<file path="src/design/coordinate_key_dense_indexer_defines.svh">
// ----------------------------------------------------------------------------
// Coordinate key dense indexer assertion macros
// Shared property wrappers used by the indexer modules.
// ----------------------------------------------------------------------------
`ifndef COORDINATE_KEY_DENSE_INDEXER_DEFINES_SVH
`define COORDINATE_KEY_DENSE_INDEXER_DEFINES_SVH

// Check a consequent in the same cycle as its antecedent.
`define CKDI_ASSERT_NOW(name, clk, rst_n, ante, cons) \
    name: assert property (@(posedge clk) disable iff (!rst_n) (ante) |-> (cons)) \
        else $error("%m: same-cycle check failed");

// Check a consequent in the cycle after its antecedent.
`define CKDI_ASSERT_NEXT(name, clk, rst_n, ante, cons) \
    name: assert property (@(posedge clk) disable iff (!rst_n) (ante) |=> (cons)) \
        else $error("%m: next-cycle check failed");

`endif

</file>
<file path="src/design/ckdi_pkg.sv">
// ----------------------------------------------------------------------------
// Coordinate key dense indexer package
// Sizes, hash constants and the command/status types shared by the modules.
// ----------------------------------------------------------------------------
package ckdi_pkg;

    // Table sizes (HASH_SLOTS is a power of two)
    localparam int HASH_SLOTS = 8192;
    localparam int MAX_KEYS   = 4096;
    localparam int MAX_PROBES = 16;
    localparam int KEY_SPLIT  = 32;

    // Field widths
    localparam int COORD_W = 32;
    localparam int COUNT_W = 32;
    localparam int KEY_W   = 64;
    localparam int INDEX_W = 12;
    localparam int TOTAL_W = 13;

    // Derived widths
    localparam int SLOT_W  = $clog2(HASH_SLOTS);
    localparam int CNT_W   = $clog2(MAX_KEYS + 1);
    localparam int SIDX_W  = (MAX_KEYS > 1) ? $clog2(MAX_KEYS) : 1;
    localparam int PROBE_W = (MAX_PROBES > 1) ? $clog2(MAX_PROBES) : 1;

    // Hash: only product bits up to KEY_SPLIT + SLOT_W - 1 matter
    localparam int PROD_W    = KEY_SPLIT + SLOT_W;
    localparam int DIGIT_W   = 16;
    localparam int MUL_STEPS = (PROD_W + DIGIT_W - 1) / DIGIT_W;
    localparam int STEP_W    = $clog2(MUL_STEPS);
    localparam int KSH_W     = DIGIT_W * MUL_STEPS;
    localparam logic [63:0] HASH_MULT = 64'h9E37_79B9_7F4A_7C15;

    typedef logic [KEY_W-1:0] t_key;

    // Lookup outcome
    typedef enum logic [1:0] {
        RES_HIT,
        RES_NEW,
        RES_FULL
    } t_res;

    // One hash table slot
    typedef struct packed {
        logic              valid;
        logic [SIDX_W-1:0] idx;
        t_key              key;
    } t_slot;

    // Controller to datapath
    typedef struct packed {
        logic clr_wr;
        logic load;
        logic hash_step;
        logic probe_next;
        logic finish;
        t_res kind;
    } t_cmd;

    // Datapath to controller
    typedef struct packed {
        logic clr_done;
        logic hash_done;
        logic slot_valid;
        logic key_match;
        logic probe_last;
        logic keys_left;
        logic out_free;
    } t_sts;

endpackage

</file>
<file path="src/design/ckdi_ctrl.sv">
// ----------------------------------------------------------------------------
// Coordinate key dense indexer controller
// Sequences clearing, hashing, probing and result hand-off.
// ----------------------------------------------------------------------------
`include "coordinate_key_dense_indexer_defines.svh"

module ckdi_ctrl import ckdi_pkg::*; (
    input  logic i_clk,
    input  logic i_rst_n,
    input  logic i_in_valid,
    output logic o_in_ready,
    input  t_sts i_sts,
    output t_cmd o_cmd
);

    typedef enum logic [2:0] {
        ST_CLEAR,
        ST_IDLE,
        ST_HASH,
        ST_READ,
        ST_CMP,
        ST_DONE
    } t_state;

    t_state r_state, n_state;
    t_res   r_kind, n_kind;

    // Next state and commands
    always_comb begin
        n_state    = r_state;
        n_kind     = r_kind;
        o_cmd      = '0;
        o_cmd.kind = r_kind;
        case (r_state)
            ST_CLEAR: begin
                o_cmd.clr_wr = 1'b1;
                if (i_sts.clr_done) begin
                    n_state = ST_IDLE;
                end
            end
            ST_IDLE: begin
                if (i_in_valid) begin
                    o_cmd.load = 1'b1;
                    n_state    = ST_HASH;
                end
            end
            ST_HASH: begin
                o_cmd.hash_step = 1'b1;
                if (i_sts.hash_done) begin
                    n_state = ST_READ;
                end
            end
            ST_READ: begin
                n_state = ST_CMP;
            end
            ST_CMP: begin
                if (!i_sts.slot_valid) begin
                    n_kind  = i_sts.keys_left ? RES_NEW : RES_FULL;
                    n_state = ST_DONE;
                end else if (i_sts.key_match) begin
                    n_kind  = RES_HIT;
                    n_state = ST_DONE;
                end else if (i_sts.probe_last) begin
                    n_kind  = RES_FULL;
                    n_state = ST_DONE;
                end else begin
                    o_cmd.probe_next = 1'b1;
                    n_state          = ST_READ;
                end
            end
            ST_DONE: begin
                // Hand the result over once the output register frees up
                if (i_sts.out_free) begin
                    o_cmd.finish = 1'b1;
                    n_state      = ST_IDLE;
                end
            end
            default: begin
                n_state = ST_IDLE;
            end
        endcase
    end

    // Hold state and the lookup outcome
    always_ff @(posedge i_clk) begin
        if (!i_rst_n) begin
            r_state <= ST_CLEAR;
            r_kind  <= RES_HIT;
        end else begin
            r_state <= n_state;
            r_kind  <= n_kind;
        end
    end

    assign o_in_ready = (r_state == ST_IDLE);

    // Checks
    `CKDI_ASSERT_NOW(a_finish_free, i_clk, i_rst_n, o_cmd.finish, i_sts.out_free)
    `CKDI_ASSERT_NOW(a_probe_limit, i_clk, i_rst_n, o_cmd.probe_next, !i_sts.probe_last)
    `CKDI_ASSERT_NOW(a_insert_room, i_clk, i_rst_n, o_cmd.finish && (r_kind == RES_NEW), i_sts.keys_left && !i_sts.slot_valid)

endmodule
</file>
<file path="config.mk">
export PLATFORM = sky130hd
export DESIGN_NAME = ckdi_ctrl
export DESIGN_NICKNAME = d
export VERILOG_FILES = /design/src/design/ckdi_pkg.sv /design/src/design/ckdi_ctrl.sv
export VERILOG_INCLUDE_DIRS = /design/src /design/src/design
export SDC_FILE = /design/constraint.sdc
export NUM_CORES = 1
export LEC_CHECK = 0
export ABC_CLOCK_PERIOD_IN_PS = 2040
export BUFFER_PORTS_ARGS = -buffer_cell sky130_fd_sc_hd__buf_2
export CORE_AREA = 2 2 39 41
export DETAILED_ROUTE_END_ITERATION = 8
export DIE_AREA = 0 0 41 43
export PLACE_DENSITY = 0.48
export RECOVER_POWER = 100
export SLEW_MARGIN = 20
export SYNTH_ARGS = -nofsm -noshare
export SYNTH_HDL_FRONTEND = slang
export SYNTH_SLANG_ARGS = --single-unit
</file>
<file path="constraint.sdc">
create_clock -name i_clk -period 2.04 [get_ports i_clk]
set_input_delay 0.612 -clock i_clk [delete_from_list [all_inputs] [get_ports i_clk]]
set_output_delay 0.612 -clock i_clk [all_outputs]
set_load 0.02 [all_outputs]
</file>
Word level (Yosys, flattened, before mapping)
Index checks and enable logic that the tools add are counted.
W data, S select, Z words.
{"block": "totals", "latch_bits": 0, "output_inout_bits": 8, "reg_bits": 5, "memories": 0, "ramBits": 0, "mem_bits_ro": 0}
{"block": "op_classes", "addsub": 0, "multipliers": 0, "n_lt_le_gt_ge": 0, "div": 0, "mux": 22, "bitwise": 0, "n_shift": 0, "eq_ne": 10, "n_reduce_logical": 3}
{"op": "$mux W3", "count": 7}
{"op": "$pmux W3 S6", "count": 1}
{"op": "$mux W1", "count": 10}
{"op": "$mux W2", "count": 4}
{"op": "$ne A2 B2 Y1 const B", "count": 4}
{"op": "$eq A3 B2 Y1 const B", "count": 2}
{"op": "$eq A3 B3 Y1 const B", "count": 2}
{"op": "$reduce_and A4 Y1", "count": 1}
{"op": "$eq A3 B1 Y1 const B", "count": 1}
{"op": "$logic_not A3 Y1", "count": 1}
{"op": "$ne A3 B3 Y1 const B", "count": 1}
{"op": "$reduce_and A2 Y1", "count": 1}

Depth between registers and ports, before layout
Gate-level depths: netlist of the first run.
{"block": "logic_depth", "word_depth": 4, "mapped_depth": 4, "mapped_depth_nobuf": 3}

Worst setup path before layout of the first run
No wires, ideal clock.
{"block": "synth_path", "kind": "input-to-output", "startpoint": "input i_sts[0] in the netlist's numbering", "endpoint": "output o_cmd[2] in the netlist's numbering", "cell_stages": 2, "setup_slack_ns": 0.231, "arrival_time_ns": 1.197, "n_path_buf": 0, "t_required_ns": 1.428, "path_cell_list": "nand2_1 -> nor3b_1"}
{"element": "from (decl)", "line_no": "ckdi_ctrl.sv:12", "rtl": "input t_sts i_sts,"}
{"element": "to (decl)", "line_no": "ckdi_ctrl.sv:13", "rtl": "output t_cmd o_cmd"}

==> results by group, run 1 <==
Timing
  • Setup TNS: 0 ns
  • RSZ-0062 raised after global routing: yes
  • Relative slew slack: 0.790
  • Peak Freq: 0.498 GHz
  • Final worst-path cycle share: 0.984
  • Pins over their slew limit: 0
  • Crit path time final: 2.01 ns
  • Clock skew: between 0.001 and 0.0015 ns
  • Final WS setup: 0.0321 ns
  • Final hold slack: about 0.47 ns
  • Fin. Hold Viols: 0
  • Final setup vio count: 0
  • Slew @ Worst Pin: 0.314 ns

Layout
  • Share of layout cells above drive strength 1: 0.537
  • Area Growth Syn to Fin: 48.8%
  • Reg area: 103 um^2
  • Utilization after layout: 0.334
  • Post-route cell area: roughly 460 um^2
  • Fill cell count: between 150 and 200
  • Area of the multi-input gates: 199 um^2
  • Layout Nets: 65
  • Commonest non-fill, non-tap cells in the layout: buf_2, buf_4, mux2i_1, clkbuf_4, dfxtp_1
  • Fin cells: 70
  • Diode count: 0
  • Commonest non-fill, non-tap cell in the layout: buf_2

Clock tree
  • CTS H-tree lvls: 1
  • Clk slew on worst S/H paths: ~0.050 ns
  • Root buf cell: clkbuf_4
  • Clock sinks: 5
  • # Post-CTS Setup Buffers: 0
  • Worst skew pair latency: between 0.2 and 0.3 ns
  • CTS tree: done
  • CTS Buf Count: 3
  • CTS Buffer Depth: 2
  • Hold_buf cts: 0

Logic synthesis
  • Post-Synth XOR/XNOR Area: 0
  • Multiplexer share of the synthesized area: 0.0968
  • Post-Synth Adder-Cell Area: 0
  • Largest family of logic cells by synthesized area: simple AND/OR/NAND/NOR gates
  • Post-Syn Instances: 31
  • Avg Cell Area, Syn: 10.0 um^2
  • Top FF cell, synth: dfxtp_1
  • Synth Register Bits: 5
  • Yosys Warn Count: 0
  • Compound-Gate Fraction of Synth Area: 0.149
  • Syn Nets: 41
  • Seq/Total Area, Yosys: 0.323
  • Unique masters post-synth: 20
  • Post-synth EDFFs: 0
  • Simple-gate area share of the yosys netlist: 0.379
  • Post-synth ARST share: 0
  • Netlist Area Pre-Place: 310 um^2

Floorplanning
  • Row count: 14
  • Chip height: 43 um
  • Core Region: approximately 1400 um^2
  • Die width: 41 um
  • Initial Utilization: 0.224
  • Die ar.: 1760 um^2
  • Number of primary I/O pins: 18

Drt
  • Antenna Nets Post-Route: 0
  • Drt total wl: 772 um
  • Drt wl/cell: 11.0 um
  • Via count: 310
  • Residual DRC: 0
  • Drt first pass iters: 4
  • Drt first-iter violations: 10
  • Via density: 4.43

Critical path
  • CP Class: flip-flop to primary output
  • Worst path arrival time: 1.40 ns
  • Crit path to: o_cmd[3]
  • Crit Path Max Fanout: 3
  • Crit path launch type: flip-flop
  • Critical path data required time: 1.43 ns
  • Worst Setup SP: r_state[0]
  • Worst r2r path cells: 4
  • R2R Setup Slk: 0.58 ns
  • Worst R2R End: r_state[2]
  • Crit end category: primary output
  • RR Startpoint: r_state[0]

Global route
  • GRT overflow: 0
  • Number of antenna violations at the first check in global routing: 0
  • Vias in the first global route: 274
  • GRT Total Usage: 0.116
  • First-pass GRT wire length: 1.26 mm
  • Largest net degree at the start of global routing: 9

Pwr
  • P_leak: 0.206 nW
  • Final Power: about 0.29 mW
  • Peak supply drop: 249 uV
  • Power Dens Cells: between 600 and 700 nW/um^2

Placed design
  • Cells after DPL: 66
  • DP Wirelength: 560 um
  • GP Congestion: 0.704
  • Placed inst area: 429 um^2
  • Pre-CTS worst setup slack: approximately 0.19 ns
  • IO buf count: 17

Flow run
  • Max-Cap Viols: 0

Status
  • Status: completed

Hold path
  • Worst hold path class: flip-flop to flip-flop
[cell families after synthesis]
group,after synthesis
DFF,5
buffers and inverters,2
and+or+nand+nor,15
AOI/OAI and AO/OA,6
muxes,3
[layer usage]
layer / GRT usage / part of all wire / vias up
li1: - / - / 162
met1: 0.139 / 0.46 / 136
met2: 0.150 / 0.48 / 12
met3: 0.0628 / 0.053 / 0
met4: 0.0800 / 0 / 0
met5: 0 / 0 / -
[worst max-delay path, stage by stage (launching register included)]
cell and delay [ns]:
dfxtp_2 0.31, or3b_4 0.42, nor4b_4 0.24, buf_4 0.18
[flip-flops by register name, summed over array words and instances, names as in the netlist]
signal and flops:
r_state 3, r_kind 2
[final cells by class]
type / count / share of cell area
Clock buffer: 4 / 0.0569
Multi-Input combinational cell: 24 / 0.431
Sequential cell: 5 / 0.222
Tap cell: 16 / 0.0434
Timing Repair Buffer: 21 / 0.247
[where the power goes]
group          total, mW  switching, mW  internal [mW]
logic             0.0691         0.0377         0.0314
clock network      0.119         0.0452         0.0743
registers          0.105        0.00195          0.103
[cell usage after synthesis (2+ instances only)]
master / n / area (um^2)
dfxtp_1: 5 / 100
mux2i_1: 3 / 30.0
nand2_1: 2 / 7.51
nand3b_1: 2 / 15.0
nor2_1: 2 / 7.51
nor3b_1: 3 / 22.5
[worst min path at each step]
stage          slack (ns)  depth (start not counted)        end  startpoint
6_report             0.47                          2  r_kind[0]   r_kind[0]
5_1_grt              0.50                          2  r_kind[0]   r_kind[0]
4_1_cts              0.48                          2  r_kind[0]   r_kind[0]
3_5_place_dp         0.45                          2  r_kind[0]   r_kind[0]
3_3_place_gp         0.45                          2  r_kind[0]   r_kind[0]
2_1_floorplan        0.53                          2  r_kind[0]   r_kind[0]
[what timing repair did]
| item | 4_1_cts | 5_1_grt |
|---|---|---|
| resized for setup | 1 | 3 |
| endpoints found under the hold margin | 0 | 0 |
| setup endpoints to repair | 1 | 2 |
(Power assumes the default switching activity.)
==> run 2: changes to the inputs <==
ABC_CLOCK_PERIOD_IN_PS = 2100   (was 2040)
MAX_ROUTING_LAYER = met4   (was not set)
clock period = 2.1 ns   (was 2.04 ns; I/O delays follow)
==> run 2 against run 1 <==
Compared with the run above:
- critical path depth unchanged
- global-route usage down 1.3 points
- via count down 1.6%
- non-clock buffer count down 1
==> results by group, run 2 (synthesis results as in run 1) <==
Pwr
  • P_leak: 0.175 nW
  • Sequential power share: 0.377
  • Sw Share: 0.278
  • Internal power: just under 0.2 mW
  • Net Switching: roughly 0.077 mW
  • Clk pwr share: 0.402
  • Final Power: 0.276 mW
  • Power Dens Cells: 622 nW/um^2
  • Logic gate share of total power: 0.221
  • Peak supply drop: 305 uV

Layout
  • Diode count: 0
  • Layout Nets: 64
  • Area Growth Syn to Fin: 42.7%
  • Biggest regs: r_state: 3 flops, r_kind: 2 flops
  • Commonest non-fill, non-tap cells in the layout: buf_2, clkbuf_1, buf_4, dfxtp_1
  • Number of flip-flops in the largest register: 3
  • Commonest non-fill, non-tap cell in the layout: buf_2
  • Utilization after layout: 0.320
  • Fin cells: 69
  • Fill cell count: 161
  • Largest Register: r_state
  • Share of layout cells above drive strength 1: 0.377

Floorplanning
  • Initial Utilization: 0.224
  • Number of primary I/O pins: 18
  • Chip height: 43 um
  • Core Region: roughly 1400 um^2
  • Die width: slightly above 40 um
  • Die ar.: 1760 um^2
  • Row count: 14

Global route
  • GRT overflow: 0
  • GRT Total Usage: 0.103
  • GRT met3 Usage: 0.0785
  • First-pass GRT wire length: 1.15 mm
  • M1 GR Usage: 0.119
  • Most used routing layer: met2
  • Number of antenna violations at the first check in global routing: 0
  • Largest net degree at the start of global routing: 9
  • GR Util met2: 0.141
  • Vias in the first global route: 271

Clock tree
  • Root buf cell: clkbuf_4
  • CTS tree: done
  • CTS H-tree lvls: 1
  • Clk slew on worst S/H paths: 0.05 ns
  • Clock sinks: 5
  • CTS Buffer Depth: 2
  • CTS Buf Count: 3
  • Worst skew pair latency: 0.24 ns

Timing
  • Relative slew slack: 0.802
  • Setup TNS: 0 ns
  • Fin. Hold Viols: 0
  • Pins over their slew limit: 0
  • Crit path time final: 2.05 ns
  • Final setup vio count: 0
  • Final worst-path cycle share: 0.977
  • RSZ-0062 raised after global routing: yes
  • Peak Freq: just under 0.5 GHz
  • Slew @ Worst Pin: 0.296 ns
  • Clock skew: around 0.0036 ns

Critical path
  • Worst R2R End: r_state[2]
  • RR Startpoint: r_state[0]
  • Worst r2r path cells: 4
  • Critical path data required time: approximately 1.5 ns
  • Crit path launch type: flip-flop
  • CP Class: flip-flop to primary output
  • R2R Setup Slk: 0.66 ns
  • Crit-path cells: or3b_4 > nor4b_4 > buf_4
  • Crit Path Max Fanout: 8
  • Worst path arrival time: ~1.4 ns
  • Slowest Stage Delay on Critical Path: approximately 0.41 ns
  • Crit end category: primary output
  • Critical-path top delay cell: or3b_4

Hold path
  • Worst hold start: r_kind[0]
  • Worst hold path class: flip-flop to flip-flop
  • Hold Path Cell Cnt: 2
  • Hold Path End: r_kind[0]

Drt
  • Via density: 4.42
  • Residual DRC: 0
  • Antenna Nets Post-Route: 0
  • Drt wl/cell: 10.3 um
  • Drt first-iter violations: 3
  • Via count: 305
  • Drt first pass iters: 4
  • Drt total wl: 708 um

Flow run
  • Max-Cap Viols: 0

Placed design
  • DP Wirelength: 552 um
  • GP Congestion: about 0.7
  • Cells after DPL: 65
  • IO buf count: 17

Status
  • Status: completed
[run 2: changes by cell type in the layout (fill, tap and decap cells not counted), sizes merged]
cell	delta
clkbuf	+6
buf	-7
[run 2: cell type report]
type | count | area (um^2) | share of cell area
clock buffers | 4 | 26.3 | 0.0593
multi-input cells | 24 | 194 | 0.438
flip-flops and latches | 5 | 101 | 0.229
well taps | 16 | 20.0 | 0.0452
repair buffers | 20 | 101 | 0.229
[run 2: worst max path at each step]
stage	slack, ns	start	cells past startpoint	end
after floorplan	0.25	i_sts[0]	2	o_cmd[2]
after global placement	0.24	i_sts[3]	3	o_cmd[3]
after detailed placement	0.22	i_sts[3]	3	o_cmd[3]
after CTS	0.006	r_state[1]	3	o_cmd[3]
after global routing	-0.01	r_state[1]	3	o_cmd[3]
final	0.05	r_state[1]	3	o_cmd[3]
[run 2: critical path, delay by kind of cell, from the launching register on]
kind | cells | cell delay [ns]
buffers and inverters | 1 | 0.18
DFF | 1 | 0.35
and+or+nand+nor | 2 | 0.65
[run 2: routing by layer]
metal  share of wire  wire length [um]
met5               0                 0
met4               0                 0
met3           0.089                63
met2            0.47               333
met1            0.44               311
[run 2: power groups by stage]
stage	sequential, mW	clock (mW)	combinational [mW]
after floorplan	0.105	0	0.0353
after global placement	0.106	0	0.0645
after detailed placement	0.105	0	0.0637
after CTS	0.104	0.114	0.0638
after global routing	0.104	0.121	0.0686
final	0.104	0.111	0.0610
[run 2: through the flow]
step,setup WS (ns),hold slack (ns),instance area (um^2)
6_report,0.0481,0.457,443
2_1_floorplan,0.255,0.531,310
3_3_place_gp,0.238,0.451,422
5_1_grt,-0.0118,0.506,443
3_5_place_dp,0.225,0.449,422
4_1_cts,0.00577,0.463,450
[run 2: what timing repair did]
action,4_1_cts,5_1_grt
hold buffers,0,0
gates resized for setup,1,1
setup buffers,0,0
pin swaps,0,0
setup endpoints to repair,1,1
